File: src/rtl/tlpc_pkg.sv
`timescale 1ns / 1ps
// ----------------------------------------------------------------------------
// tlpc_pkg
// shared types and constants of the tank level pump controller
// ----------------------------------------------------------------------------
package tlpc_pkg;

   localparam int SENSOR_COUNT_DEFAULT = 4;
   localparam int PERIOD_WIDTH         = 16;

   localparam logic [PERIOD_WIDTH-1:0] BLINK_PERIOD_RESET = PERIOD_WIDTH'(500);
   localparam logic [PERIOD_WIDTH-1:0] WAIT_COUNT_MAX     = {PERIOD_WIDTH{1'b1}};

   typedef enum logic [1:0] {
      MODE_STARTUP = 2'd0,
      MODE_IDLE    = 2'd1,
      MODE_PUMPING = 2'd2,
      MODE_ERROR   = 2'd3
   } mode_type;

   typedef enum logic [1:0] {
      PH_ON  = 2'd0,
      PH_RUN = 2'd1,
      PH_OFF = 2'd2
   } pump_phase_type;

   typedef enum logic {
      ERR_SHOW = 1'b0,
      ERR_WAIT = 1'b1
   } error_phase_type;

   // fixed-width part of one result item
   typedef struct packed {
      logic     green_led;
      logic     red_led;
      logic     pump_drive;
      mode_type mode;
      logic     watch_direction;
      logic     error_blink_start;
   } status_type;

endpackage

File: src/rtl/tlpc_req_if.sv
`timescale 1ns / 1ps
// ----------------------------------------------------------------------------
// tlpc_req_if
// tick channel: sensor levels and pending edge flags
// ----------------------------------------------------------------------------
interface tlpc_req_if #(
   parameter int SENSOR_COUNT = tlpc_pkg::SENSOR_COUNT_DEFAULT
);
   logic                    valid;
   logic                    ready;
   logic [SENSOR_COUNT-1:0] sensor_levels;
   logic [SENSOR_COUNT-1:0] edge_flags;

   modport source (output valid, output sensor_levels, output edge_flags, input ready);
   modport sink   (input valid, input sensor_levels, input edge_flags, output ready);
endinterface

File: src/rtl/tlpc_rsp_if.sv
`timescale 1ns / 1ps
// ----------------------------------------------------------------------------
// tlpc_rsp_if
// result channel: led, pump and mode outputs after each tick
// ----------------------------------------------------------------------------
interface tlpc_rsp_if #(
   parameter int SENSOR_COUNT = tlpc_pkg::SENSOR_COUNT_DEFAULT
);
   logic                    valid;
   logic                    ready;
   logic [SENSOR_COUNT-1:0] sensor_leds;
   logic                    green_led;
   logic                    red_led;
   logic                    pump_drive;
   logic [1:0]              mode;
   logic [SENSOR_COUNT-1:0] fault_mask;
   logic                    watch_direction;
   logic                    error_blink_start;

   modport source (output valid, output sensor_leds, output green_led, output red_led,
                   output pump_drive, output mode, output fault_mask,
                   output watch_direction, output error_blink_start, input ready);
   modport sink   (input valid, input sensor_leds, input green_led, input red_led,
                   input pump_drive, input mode, input fault_mask,
                   input watch_direction, input error_blink_start, output ready);
endinterface

File: src/rtl/tlpc_ctrl.sv
`timescale 1ns / 1ps
// ----------------------------------------------------------------------------
// tlpc_ctrl
// controller state and per-tick update; the state doubles as the result
// ----------------------------------------------------------------------------
module tlpc_ctrl #(
   parameter int SENSOR_COUNT = tlpc_pkg::SENSOR_COUNT_DEFAULT
) (
   input  logic                              clock,
   input  logic                              reset,
   input  logic                              advance,
   input  logic [SENSOR_COUNT-1:0]           levels,
   input  logic [SENSOR_COUNT-1:0]           edges,
   input  logic [tlpc_pkg::PERIOD_WIDTH-1:0] blink_period,
   output logic [SENSOR_COUNT-1:0]           sensor_leds,
   output logic [SENSOR_COUNT-1:0]           fault_mask,
   output tlpc_pkg::status_type              status
);

   localparam logic [SENSOR_COUNT-1:0] BOTTOM_EDGE = SENSOR_COUNT'(1);
   localparam logic [SENSOR_COUNT-1:0] TOP_EDGE    = {1'b1, {(SENSOR_COUNT-1){1'b0}}};

   tlpc_pkg::mode_type        mode_ff,      mode_in;
   tlpc_pkg::pump_phase_type  phase_ff,     phase_in;
   tlpc_pkg::error_phase_type err_phase_ff, err_phase_in;

   logic [SENSOR_COUNT-1:0]           faults_ff, faults_in;
   logic [SENSOR_COUNT-1:0]           leds_ff, leds_in;
   logic [tlpc_pkg::PERIOD_WIDTH-1:0] blink_cnt_ff, blink_cnt_in;
   logic [tlpc_pkg::PERIOD_WIDTH-1:0] wait_cnt_ff, wait_cnt_in;
   logic                              green_ff, green_in;
   logic                              red_ff, red_in;
   logic                              pump_ff, pump_in;
   logic                              dir_ff, dir_in;
   logic                              pulse_ff, pulse_in;

   logic [SENSOR_COUNT-1:0]           startup_faults;
   logic [tlpc_pkg::PERIOD_WIDTH-1:0] blink_inc;
   logic [tlpc_pkg::PERIOD_WIDTH-1:0] wait_inc;

   // dry sensor with any wet sensor above it
   always_comb begin
      for (int i = 0; i < SENSOR_COUNT; i++) begin
         startup_faults[i] = ~levels[i] & (|(levels >> (i + 1)));
      end
   end

   assign blink_inc = blink_cnt_ff + 1'b1;
   assign wait_inc  = wait_cnt_ff + 1'b1;

   // next state
   always_comb begin
      mode_in      = mode_ff;
      phase_in     = phase_ff;
      err_phase_in = err_phase_ff;
      unique case (mode_ff)
         tlpc_pkg::MODE_STARTUP: begin
            if (|startup_faults) begin
               mode_in      = tlpc_pkg::MODE_ERROR;
               err_phase_in = tlpc_pkg::ERR_SHOW;
            end else if (!levels[0]) begin
               mode_in  = tlpc_pkg::MODE_PUMPING;
               phase_in = tlpc_pkg::PH_ON;
            end else begin
               mode_in = tlpc_pkg::MODE_IDLE;
            end
         end
         tlpc_pkg::MODE_IDLE: begin
            if (edges == BOTTOM_EDGE) begin
               mode_in  = tlpc_pkg::MODE_PUMPING;
               phase_in = tlpc_pkg::PH_ON;
            end
         end
         tlpc_pkg::MODE_PUMPING: begin
            unique case (phase_ff)
               tlpc_pkg::PH_ON:  phase_in = tlpc_pkg::PH_RUN;
               tlpc_pkg::PH_RUN: begin
                  if (edges == TOP_EDGE) phase_in = tlpc_pkg::PH_OFF;
               end
               tlpc_pkg::PH_OFF: mode_in = tlpc_pkg::MODE_IDLE;
               default: ;
            endcase
         end
         tlpc_pkg::MODE_ERROR: begin
            if (err_phase_ff == tlpc_pkg::ERR_SHOW) err_phase_in = tlpc_pkg::ERR_WAIT;
         end
      endcase
   end

   // outputs and counters
   always_comb begin
      faults_in    = faults_ff;
      leds_in      = leds_ff;
      blink_cnt_in = blink_cnt_ff;
      wait_cnt_in  = wait_cnt_ff;
      green_in     = green_ff;
      red_in       = red_ff;
      pump_in      = pump_ff;
      dir_in       = dir_ff;
      pulse_in     = 1'b0;
      unique case (mode_ff)
         tlpc_pkg::MODE_STARTUP: begin
            leds_in = leds_ff | levels;
            if (|startup_faults) begin
               faults_in = startup_faults;
            end else begin
               green_in = 1'b1;
               dir_in   = levels[0];
            end
         end
         tlpc_pkg::MODE_IDLE: begin
            leds_in = leds_ff & ~edges;
            if (edges == BOTTOM_EDGE) dir_in = 1'b0;
         end
         tlpc_pkg::MODE_PUMPING: begin
            unique case (phase_ff)
               tlpc_pkg::PH_ON: pump_in = 1'b1;
               tlpc_pkg::PH_RUN: begin
                  leds_in      = leds_ff | edges;
                  blink_cnt_in = blink_inc;
                  if (blink_inc == blink_period) begin
                     green_in     = ~green_ff;
                     blink_cnt_in = '0;
                  end
               end
               tlpc_pkg::PH_OFF: begin
                  pump_in  = 1'b0;
                  green_in = 1'b1;
                  dir_in   = 1'b1;
               end
               default: ;
            endcase
         end
         tlpc_pkg::MODE_ERROR: begin
            if (err_phase_ff == tlpc_pkg::ERR_SHOW) begin
               leds_in  = '0;
               green_in = 1'b1;
               red_in   = 1'b1;
            end else if (wait_cnt_ff != tlpc_pkg::WAIT_COUNT_MAX) begin
               wait_cnt_in = wait_inc;
               pulse_in    = (wait_inc == blink_period);
            end
         end
      endcase
   end

   always_ff @(posedge clock) begin
      if (reset) begin
         mode_ff      <= tlpc_pkg::MODE_STARTUP;
         phase_ff     <= tlpc_pkg::PH_ON;
         err_phase_ff <= tlpc_pkg::ERR_SHOW;
         faults_ff    <= '0;
         leds_ff      <= '0;
         blink_cnt_ff <= '0;
         wait_cnt_ff  <= '0;
         green_ff     <= 1'b0;
         red_ff       <= 1'b0;
         pump_ff      <= 1'b0;
         dir_ff       <= 1'b0;
         pulse_ff     <= 1'b0;
      end else if (advance) begin
         mode_ff      <= mode_in;
         phase_ff     <= phase_in;
         err_phase_ff <= err_phase_in;
         faults_ff    <= faults_in;
         leds_ff      <= leds_in;
         blink_cnt_ff <= blink_cnt_in;
         wait_cnt_ff  <= wait_cnt_in;
         green_ff     <= green_in;
         red_ff       <= red_in;
         pump_ff      <= pump_in;
         dir_ff       <= dir_in;
         pulse_ff     <= pulse_in;
      end
   end

   assign sensor_leds              = leds_ff;
   assign fault_mask               = faults_ff;
   assign status.green_led         = green_ff;
   assign status.red_led           = red_ff;
   assign status.pump_drive        = pump_ff;
   assign status.mode              = mode_ff;
   assign status.watch_direction   = dir_ff;
   assign status.error_blink_start = pulse_ff;

endmodule

File: src/rtl/tank_level_pump_controller_unit.sv
`timescale 1ns / 1ps
// ----------------------------------------------------------------------------
// tank_level_pump_controller_unit
// level sensor supervision and pump control, one tick per item
// ----------------------------------------------------------------------------
// path: an accepted tick waits in the input register, then its state update lands in the result
// throughput: one item per cycle while rsp does not stall, set by the state update
// the controller state registers are the result register, held while rsp stalls
// reset: synchronous active high, startup mode, all outputs off, blink period 500
// ----------------------------------------------------------------------------
module tank_level_pump_controller_unit #(
   parameter int SENSOR_COUNT = tlpc_pkg::SENSOR_COUNT_DEFAULT
) (
   input  logic                              clock,
   input  logic                              reset,
   tlpc_req_if.sink                          req_if,
   tlpc_rsp_if.source                        rsp_if,
   input  logic                              csr_wr_en,
   input  logic [tlpc_pkg::PERIOD_WIDTH-1:0] csr_wr_data
);

   // input register
   logic                    in_valid_ff, in_valid_in;
   logic [SENSOR_COUNT-1:0] in_levels_ff;
   logic [SENSOR_COUNT-1:0] in_edges_ff;

   // result handshake
   logic rsp_valid_ff, rsp_valid_in;

   // blink period register
   logic [tlpc_pkg::PERIOD_WIDTH-1:0] period_ff, period_in;

   logic                    advance;
   logic                    req_accept;
   logic [SENSOR_COUNT-1:0] leds;
   logic [SENSOR_COUNT-1:0] faults;
   tlpc_pkg::status_type    status;

   // the buffered tick moves into the state when the result slot is free or taken
   assign advance      = in_valid_ff & (~rsp_valid_ff | rsp_if.ready);
   assign req_if.ready = ~in_valid_ff | advance;
   assign req_accept   = req_if.valid & req_if.ready;

   always_comb begin
      in_valid_in = in_valid_ff;
      if (req_accept) begin
         in_valid_in = 1'b1;
      end else if (advance) begin
         in_valid_in = 1'b0;
      end
   end

   always_comb begin
      rsp_valid_in = rsp_valid_ff;
      if (advance) begin
         rsp_valid_in = 1'b1;
      end else if (rsp_if.ready) begin
         rsp_valid_in = 1'b0;
      end
   end

   assign period_in = csr_wr_en ? csr_wr_data : period_ff;

   always_ff @(posedge clock) begin
      if (reset) begin
         in_valid_ff  <= 1'b0;
         rsp_valid_ff <= 1'b0;
         period_ff    <= tlpc_pkg::BLINK_PERIOD_RESET;
      end else begin
         in_valid_ff  <= in_valid_in;
         rsp_valid_ff <= rsp_valid_in;
         period_ff    <= period_in;
      end
   end

   // tick payload, no reset needed
   always_ff @(posedge clock) begin
      if (req_accept) begin
         in_levels_ff <= req_if.sensor_levels;
         in_edges_ff  <= req_if.edge_flags;
      end
   end

   // mode sequencing, led latch, counters
   tlpc_ctrl #(
      .SENSOR_COUNT (SENSOR_COUNT)
   ) u_ctrl (
      .clock        (clock),
      .reset        (reset),
      .advance      (advance),
      .levels       (in_levels_ff),
      .edges        (in_edges_ff),
      .blink_period (period_ff),
      .sensor_leds  (leds),
      .fault_mask   (faults),
      .status       (status)
   );

   assign rsp_if.valid             = rsp_valid_ff;
   assign rsp_if.sensor_leds       = leds;
   assign rsp_if.fault_mask        = faults;
   assign rsp_if.green_led         = status.green_led;
   assign rsp_if.red_led           = status.red_led;
   assign rsp_if.pump_drive        = status.pump_drive;
   assign rsp_if.mode              = status.mode;
   assign rsp_if.watch_direction   = status.watch_direction;
   assign rsp_if.error_blink_start = status.error_blink_start;

endmodule

File: src/flat_wrapper.sv
// flat-port wrapper written by rule: the top's interface ports become plain ports
module tank_level_pump_controller_unit_flat 
#(
   parameter int SENSOR_COUNT = tlpc_pkg::SENSOR_COUNT_DEFAULT
)
  (clock, reset, csr_wr_en, csr_wr_data, req_if_valid, req_if_sensor_levels, req_if_edge_flags, req_if_ready, rsp_if_valid, rsp_if_sensor_leds, rsp_if_green_led, rsp_if_red_led, rsp_if_pump_drive, rsp_if_mode, rsp_if_fault_mask, rsp_if_watch_direction, rsp_if_error_blink_start, rsp_if_ready);
  tlpc_req_if #(.SENSOR_COUNT(SENSOR_COUNT)) req_if_i ();
  tlpc_rsp_if #(.SENSOR_COUNT(SENSOR_COUNT)) rsp_if_i ();
  input  logic clock;
  input  logic reset;
  input  logic csr_wr_en;
  input  logic [tlpc_pkg::PERIOD_WIDTH-1:0] csr_wr_data;
  input wire logic [$bits(req_if_i.valid)-1:0] req_if_valid;
  input wire logic [$bits(req_if_i.sensor_levels)-1:0] req_if_sensor_levels;
  input wire logic [$bits(req_if_i.edge_flags)-1:0] req_if_edge_flags;
  output wire logic [$bits(req_if_i.ready)-1:0] req_if_ready;
  output wire logic [$bits(rsp_if_i.valid)-1:0] rsp_if_valid;
  output wire logic [$bits(rsp_if_i.sensor_leds)-1:0] rsp_if_sensor_leds;
  output wire logic [$bits(rsp_if_i.green_led)-1:0] rsp_if_green_led;
  output wire logic [$bits(rsp_if_i.red_led)-1:0] rsp_if_red_led;
  output wire logic [$bits(rsp_if_i.pump_drive)-1:0] rsp_if_pump_drive;
  output wire logic [$bits(rsp_if_i.mode)-1:0] rsp_if_mode;
  output wire logic [$bits(rsp_if_i.fault_mask)-1:0] rsp_if_fault_mask;
  output wire logic [$bits(rsp_if_i.watch_direction)-1:0] rsp_if_watch_direction;
  output wire logic [$bits(rsp_if_i.error_blink_start)-1:0] rsp_if_error_blink_start;
  input wire logic [$bits(rsp_if_i.ready)-1:0] rsp_if_ready;
  assign req_if_i.valid = req_if_valid;
  assign req_if_i.sensor_levels = req_if_sensor_levels;
  assign req_if_i.edge_flags = req_if_edge_flags;
  assign req_if_ready = req_if_i.ready;
  assign rsp_if_valid = rsp_if_i.valid;
  assign rsp_if_sensor_leds = rsp_if_i.sensor_leds;
  assign rsp_if_green_led = rsp_if_i.green_led;
  assign rsp_if_red_led = rsp_if_i.red_led;
  assign rsp_if_pump_drive = rsp_if_i.pump_drive;
  assign rsp_if_mode = rsp_if_i.mode;
  assign rsp_if_fault_mask = rsp_if_i.fault_mask;
  assign rsp_if_watch_direction = rsp_if_i.watch_direction;
  assign rsp_if_error_blink_start = rsp_if_i.error_blink_start;
  assign rsp_if_i.ready = rsp_if_ready;
  tank_level_pump_controller_unit #(.SENSOR_COUNT(SENSOR_COUNT)) u_core (.clock(clock), .reset(reset), .req_if(req_if_i), .rsp_if(rsp_if_i), .csr_wr_en(csr_wr_en), .csr_wr_data(csr_wr_data));
endmodule
File: config.mk
export PLATFORM = sky130hd
export DESIGN_NAME = tank_level_pump_controller_unit_flat
export DESIGN_NICKNAME = d
export VERILOG_FILES = /design/src/rtl/tlpc_pkg.sv /design/src/rtl/tlpc_req_if.sv /design/src/rtl/tlpc_rsp_if.sv /design/src/rtl/tlpc_ctrl.sv /design/src/rtl/tank_level_pump_controller_unit.sv /design/src/flat_wrapper.sv
export SDC_FILE = /design/constraint.sdc
export NUM_CORES = 1
export LEC_CHECK = 0
export ABC_CLOCK_PERIOD_IN_PS = 3820
export BUFFER_PORTS_ARGS = -buffer_cell sky130_fd_sc_hd__buf_4
export CORE_MARGIN = 4
export CORE_UTILIZATION = 35
export DETAILED_ROUTE_END_ITERATION = 16
export SYNTH_ARGS = -nofsm -noshare
export SYNTH_HDL_FRONTEND = slang
export SYNTH_HIERARCHICAL = 1
export SYNTH_SLANG_ARGS = --single-unit
File: constraint.sdc
create_clock -name clock -period 3.82 [get_ports clock]
set_input_delay 0.382 -clock clock [delete_from_list [all_inputs] [get_ports clock]]
set_output_delay 0.382 -clock clock [all_outputs]
set_load 0.02 [all_outputs]
==> impl_metrics.xml <==
<?xml version="1.0" encoding="UTF-8"?>
<metrics>
  <group name="synthesis">
    <metric name="synthesis.nets" unit="">554</metric>
    <metric name="synth_unique_cells" unit="">65</metric>
    <metric name="proportion_of_synthesized_chip_area_in_sequential_cells" unit="%">35.6</metric>
    <metric name="netlist_instances" unit="">519</metric>
    <metric name="synth_top_cell_area_share" unit="%">30.2</metric>
    <metric name="synth_async_sr_flop_share" unit="%">0</metric>
    <metric name="syn_avg_cell_area" unit="µm²">8.57</metric>
    <metric name="synth_enable_flop_cells" unit="">8</metric>
    <metric name="postSynthRegisterBits" unit="">75</metric>
    <metric name="yosys_warnings" unit="">6</metric>
    <metric name="synth.most_common_cell" unit="">sky130_fd_sc_hd__dfxtp_1</metric>
    <metric name="synth_top_cells_by_count" unit="">sky130_fd_sc_hd__dfxtp_1 (67), sky130_fd_sc_hd__nor2_1 (60), sky130_fd_sc_hd__nand2_1 (40)</metric>
    <metric name="synth_area_leaders" unit="">sky130_fd_sc_hd__dfxtp_1 (30%), sky130_fd_sc_hd__xnor2_1 (7.3%), sky130_fd_sc_hd__edfxtp_1 (5.4%), sky130_fd_sc_hd__xor2_1 (5.3%), sky130_fd_sc_hd__nor2_1 (5.1%)</metric>
    <metric name="mappedNetlistArea" unit="µm²">4450</metric>
    <metric name="yosys_most_used_dff" unit="">sky130_fd_sc_hd__dfxtp_1</metric>
    <metric name="synth.largest_area_cell" unit="">sky130_fd_sc_hd__dfxtp_1</metric>
  </group>
  <group name="die">
    <metric name="design.core.area" unit="µm²">12200</metric>
    <metric name="starting_utilization_of_the_core_area" unit="%">36.4</metric>
    <metric name="floorplan.die_area" unit="µm²">14600</metric>
    <metric name="rows" unit="">40</metric>
    <metric name="die_height" unit="µm">121</metric>
    <metric name="floorplan.io_pins" unit="">46</metric>
    <metric name="chipWidth" unit="µm">121</metric>
  </group>
  <group name="final_layout">
    <metric name="seq_area" unit="µm²">1580</metric>
    <metric name="syn_to_final_growth" unit="%">15.2</metric>
    <metric name="antennaDiodeCount" unit="">0</metric>
    <metric name="drive_above_1_share" unit="%">15.5</metric>
    <metric name="post_layout_nonfiller_instances" unit="">717</metric>
    <metric name="final_area" unit="µm²">5120</metric>
    <metric name="filler_cell_count" unit="">1244</metric>
    <metric name="final_nets" unit="">579</metric>
    <metric name="multi_input_logic_area" unit="µm²">2630</metric>
  </group>
  <group name="cts">
    <metric name="cts_setup_buffers" unit="">0</metric>
    <metric name="cts_hold_repair.buffers" unit="">0</metric>
    <metric name="maximum_buffer_depth_of_the_clock_tree" unit="">2</metric>
    <metric name="cts_tree" unit="">built</metric>
    <metric name="clock_tree.root_cell" unit="">sky130_fd_sc_hd__clkbuf_16</metric>
    <metric name="worst_setup_hold_path_clk_slew" unit="ps">60</metric>
    <metric name="post_cts_resize_count" unit="">0</metric>
    <metric name="total_clock_buffers_created_by_cts" unit="">9</metric>
    <metric name="clkSinkCount" unit="">75</metric>
    <metric name="cts_max_level" unit="">3</metric>
    <metric name="clock_latency" unit="ps">330</metric>
  </group>
  <group name="setup_path">
    <metric name="critical_path.max_stage_delay" unit="ps">480</metric>
    <metric name="slowest_stage_cell_crit_path" unit="">sky130_fd_sc_hd__dfxtp_1</metric>
    <metric name="reg2regPathDepth" unit="">8</metric>
    <metric name="crit_path_max_fanout" unit="">14</metric>
    <metric name="rr_endpoint" unit="">u_core/u_ctrl/blink_cnt_ff[4]$_SDFFE_PP0P_</metric>
    <metric name="critPathLaunchType" unit="">flip-flop</metric>
    <metric name="r2r_setup_slack" unit="ps">590</metric>
    <metric name="critical_path_required" unit="ps">4040</metric>
    <metric name="crit_chain" unit="">ha_1 -&gt; xor3_1 -&gt; or3_1 -&gt; a2111oi_2 -&gt; o2111ai_1 -&gt; a2111oi_4 -&gt; a21o_4 -&gt; nor3_1</metric>
    <metric name="critical_path_class" unit="">reg2reg</metric>
    <metric name="critPathCaptureType" unit="">flip-flop</metric>
    <metric name="critPathArrivalTime" unit="ps">3440</metric>
    <metric name="source_of_the_worst_register_to_register_timing_path" unit="">u_core/u_ctrl/blink_cnt_ff[0]$_SDFFE_PP0P_</metric>
  </group>
  <group name="grt">
    <metric name="grt_first_pass_wirelength" unit="µm">17000</metric>
    <metric name="grt_overflow" unit="">0</metric>
    <metric name="track_usage" unit="%">14.4</metric>
    <metric name="grt_pass1_vias" unit="">3516</metric>
    <metric name="grt_antenna_before_repair" unit="">0</metric>
    <metric name="largest_net_degree_at_the_start_of_global_routing" unit="">56</metric>
  </group>
  <group name="sta">
    <metric name="timing_max_transition_violations_final" unit="">0</metric>
    <metric name="final_hold_viol_count" unit="">0</metric>
    <metric name="fin_crit" unit="ps">3230</metric>
    <metric name="timing.max_slew.rel_slack" unit="%">50.9</metric>
    <metric name="clock_skews" unit="ps">6.92</metric>
    <metric name="achievable-frequency" unit="MHz">310</metric>
    <metric name="timing.final.crit_share" unit="%">84.5</metric>
    <metric name="worst_slew_pin_slew" unit="ps">727</metric>
    <metric name="final-setup-viol-count" unit="">0</metric>
    <metric name="setup-tns-final" unit="ps">0</metric>
    <metric name="grt_setup_unrepaired" unit="">false</metric>
  </group>
  <group name="route">
    <metric name="drc_errors_left" unit="">0</metric>
    <metric name="vias" unit="">3701</metric>
    <metric name="drt_first_iter_violations" unit="">150</metric>
    <metric name="vias_per_cell" unit="">5.16</metric>
    <metric name="detailedRoute.firstPassIterationCount" unit="">4</metric>
    <metric name="detail_route.wirelength" unit="µm">10200</metric>
    <metric name="wire_per_inst" unit="µm">14.3</metric>
    <metric name="drtAntennaViolNets" unit="">0</metric>
  </group>
  <group name="worst_hold_path">
    <metric name="whs_path_depth" unit="">1</metric>
    <metric name="worst_hold_path_type" unit="">in2reg</metric>
    <metric name="min_delay_worst_endpoint" unit="">u_core/in_edges_ff[3]$_DFFE_PP_</metric>
    <metric name="min-delay-start" unit="">req_if_edge_flags[3]</metric>
  </group>
  <group name="power">
    <metric name="leakagePower" unit="nW">1.82</metric>
    <metric name="pwr_density_cell" unit="nW/µm²">386</metric>
    <metric name="ir_worst_vdd" unit="mV">0.225</metric>
  </group>
  <group name="placed_design">
    <metric name="place_congestion" unit="">0.890</metric>
    <metric name="port_buffer_count" unit="">44</metric>
    <metric name="placement.cell_area" unit="µm²">4800</metric>
    <metric name="dpl.cell_count" unit="">701</metric>
    <metric name="detailedPlacementHpwl" unit="µm">7620</metric>
  </group>
  <group name="run_status">
    <metric name="status" unit="">finished clean</metric>
  </group>
  <group name="flow_run">
    <metric name="cap_viol_max_count" unit="">0</metric>
  </group>
</metrics>
[layer usage]
metal | vias up | track usage, % | routed length (µm)
met2 | 68 | 23.4 | 4830
met4 | 0 | 5.24 | 179
li1 | 1864 | - | -
met1 | 1757 | 18.8 | 4810
met5 | - | 0 | 0
met3 | 12 | 3.09 | 421
[kinds of logic (layout without fill, tap and decap cells)]
family	count (synthesis)	count (layout)	share of synthesized area [%]
adders and majority gates	6	6	1.69
AOI/OAI and AO/OA	89	89	13.8
xor gates and xnor gates	65	65	13.1
buffers and inverters	43	73	5.37
and+or+nand+nor	219	219	25.5
muxes	21	21	4.78
other	1	1	0.0843
DFF	75	75	35.6
[registers in the layout, summed over array words and instances (netlist names)]
name / flops
u_core/in_edges_ff: 4
u_core/in_levels_ff: 4
u_core/in_valid_ff: 1
u_core/period_ff: 16
u_core/rsp_if.valid: 1
u_core/u_ctrl/blink_cnt_ff: 16
u_core/u_ctrl/dir_ff: 1
u_core/u_ctrl/err_phase_ff: 1
u_core/u_ctrl/fault_mask: 3
u_core/u_ctrl/green_ff: 1
u_core/u_ctrl/mode_ff: 2
u_core/u_ctrl/phase_ff: 2
u_core/u_ctrl/pulse_ff: 1
u_core/u_ctrl/pump_ff: 1
u_core/u_ctrl/red_ff: 1
u_core/u_ctrl/sensor_leds: 4
u_core/u_ctrl/wait_cnt_ff: 16
[critical path: cells and delay by family (launching register included)]
| family | cells | cell delay, ps |
|---|---|---|
| flops | 1 | 480 |
| simple gates | 2 | 420 |
| xor+xnor | 1 | 390 |
| fa+ha+maj | 1 | 460 |
| compound gates | 4 | 1350 |
[through the flow]
step	hold WS, ps	total power, mW	util (%)	worst slack (ps)
floorplan	432	1.03	-	1230
global placement	446	1.10	39.3	739
detailed placement	453	1.11	39.3	582
CTS	209	2.01	41.9	579
global route	207	2.06	41.9	397
finish	224	1.98	41.9	591
[power breakdown]
group	internal, mW	total [mW]	switching [mW]	leakage (nW)
Sequential	0.827	0.864	0.0373	0.623
Clock	0.550	0.887	0.337	0.155
Combinational	0.107	0.226	0.119	1.04
Total	1.48	1.98	0.494	1.82
[layout make-up]
cell class                 instances  area share, %
clock inverter                     6           1.37
sequential                        75           30.9
multi-input combinational        401           51.3
clock buffer                      10           4.89
inverter                          12          0.880
tap                              168           4.10
timing repair buffer              45           6.60
[worst max-delay path by stage]
| stage | from | end | slack (ps) | depth (start not counted) |
|---|---|---|---|---|
| finish | u_core/u_ctrl/blink_cnt_ff[0]$_SDFFE_PP0P_ | u_core/u_ctrl/blink_cnt_ff[4]$_SDFFE_PP0P_ | 590 | 8 |
| global route | u_core/u_ctrl/blink_cnt_ff[0]$_SDFFE_PP0P_ | u_core/u_ctrl/blink_cnt_ff[4]$_SDFFE_PP0P_ | 400 | 8 |
| CTS | u_core/u_ctrl/blink_cnt_ff[0]$_SDFFE_PP0P_ | u_core/u_ctrl/blink_cnt_ff[4]$_SDFFE_PP0P_ | 580 | 8 |
| detailed placement | u_core/u_ctrl/blink_cnt_ff[0]$_SDFFE_PP0P_ | u_core/u_ctrl/blink_cnt_ff[4]$_SDFFE_PP0P_ | 580 | 8 |
| global placement | u_core/u_ctrl/blink_cnt_ff[0]$_SDFFE_PP0P_ | u_core/u_ctrl/blink_cnt_ff[4]$_SDFFE_PP0P_ | 740 | 8 |
| floorplan | u_core/u_ctrl/blink_cnt_ff[1]$_SDFFE_PP0P_ | u_core/u_ctrl/blink_cnt_ff[10]$_SDFFE_PP0P_ | 1230 | 9 |
[cell usage in the layout (no fill, tap or decap), types with 11 or more instances in the layout]
| cell | netlist | routed |
|---|---|---|
| sky130_fd_sc_hd__a21oi_1 | 25 | 25 |
| sky130_fd_sc_hd__buf_4 | 6 | 45 |
| sky130_fd_sc_hd__dfxtp_1 | 67 | 67 |
| sky130_fd_sc_hd__inv_1 | 12 | 12 |
| sky130_fd_sc_hd__mux2i_1 | 19 | 19 |
| sky130_fd_sc_hd__nand2_1 | 40 | 40 |
| sky130_fd_sc_hd__nand3_1 | 22 | 22 |
| sky130_fd_sc_hd__nand4_1 | 13 | 13 |
| sky130_fd_sc_hd__nor2_1 | 60 | 60 |
| sky130_fd_sc_hd__nor2b_1 | 14 | 14 |
| sky130_fd_sc_hd__nor3_1 | 11 | 11 |
| sky130_fd_sc_hd__o21ai_0 | 23 | 23 |
| sky130_fd_sc_hd__xnor2_1 | 37 | 37 |
| sky130_fd_sc_hd__xor2_1 | 27 | 27 |
Note: power is estimated with default switching activity, not from simulation.
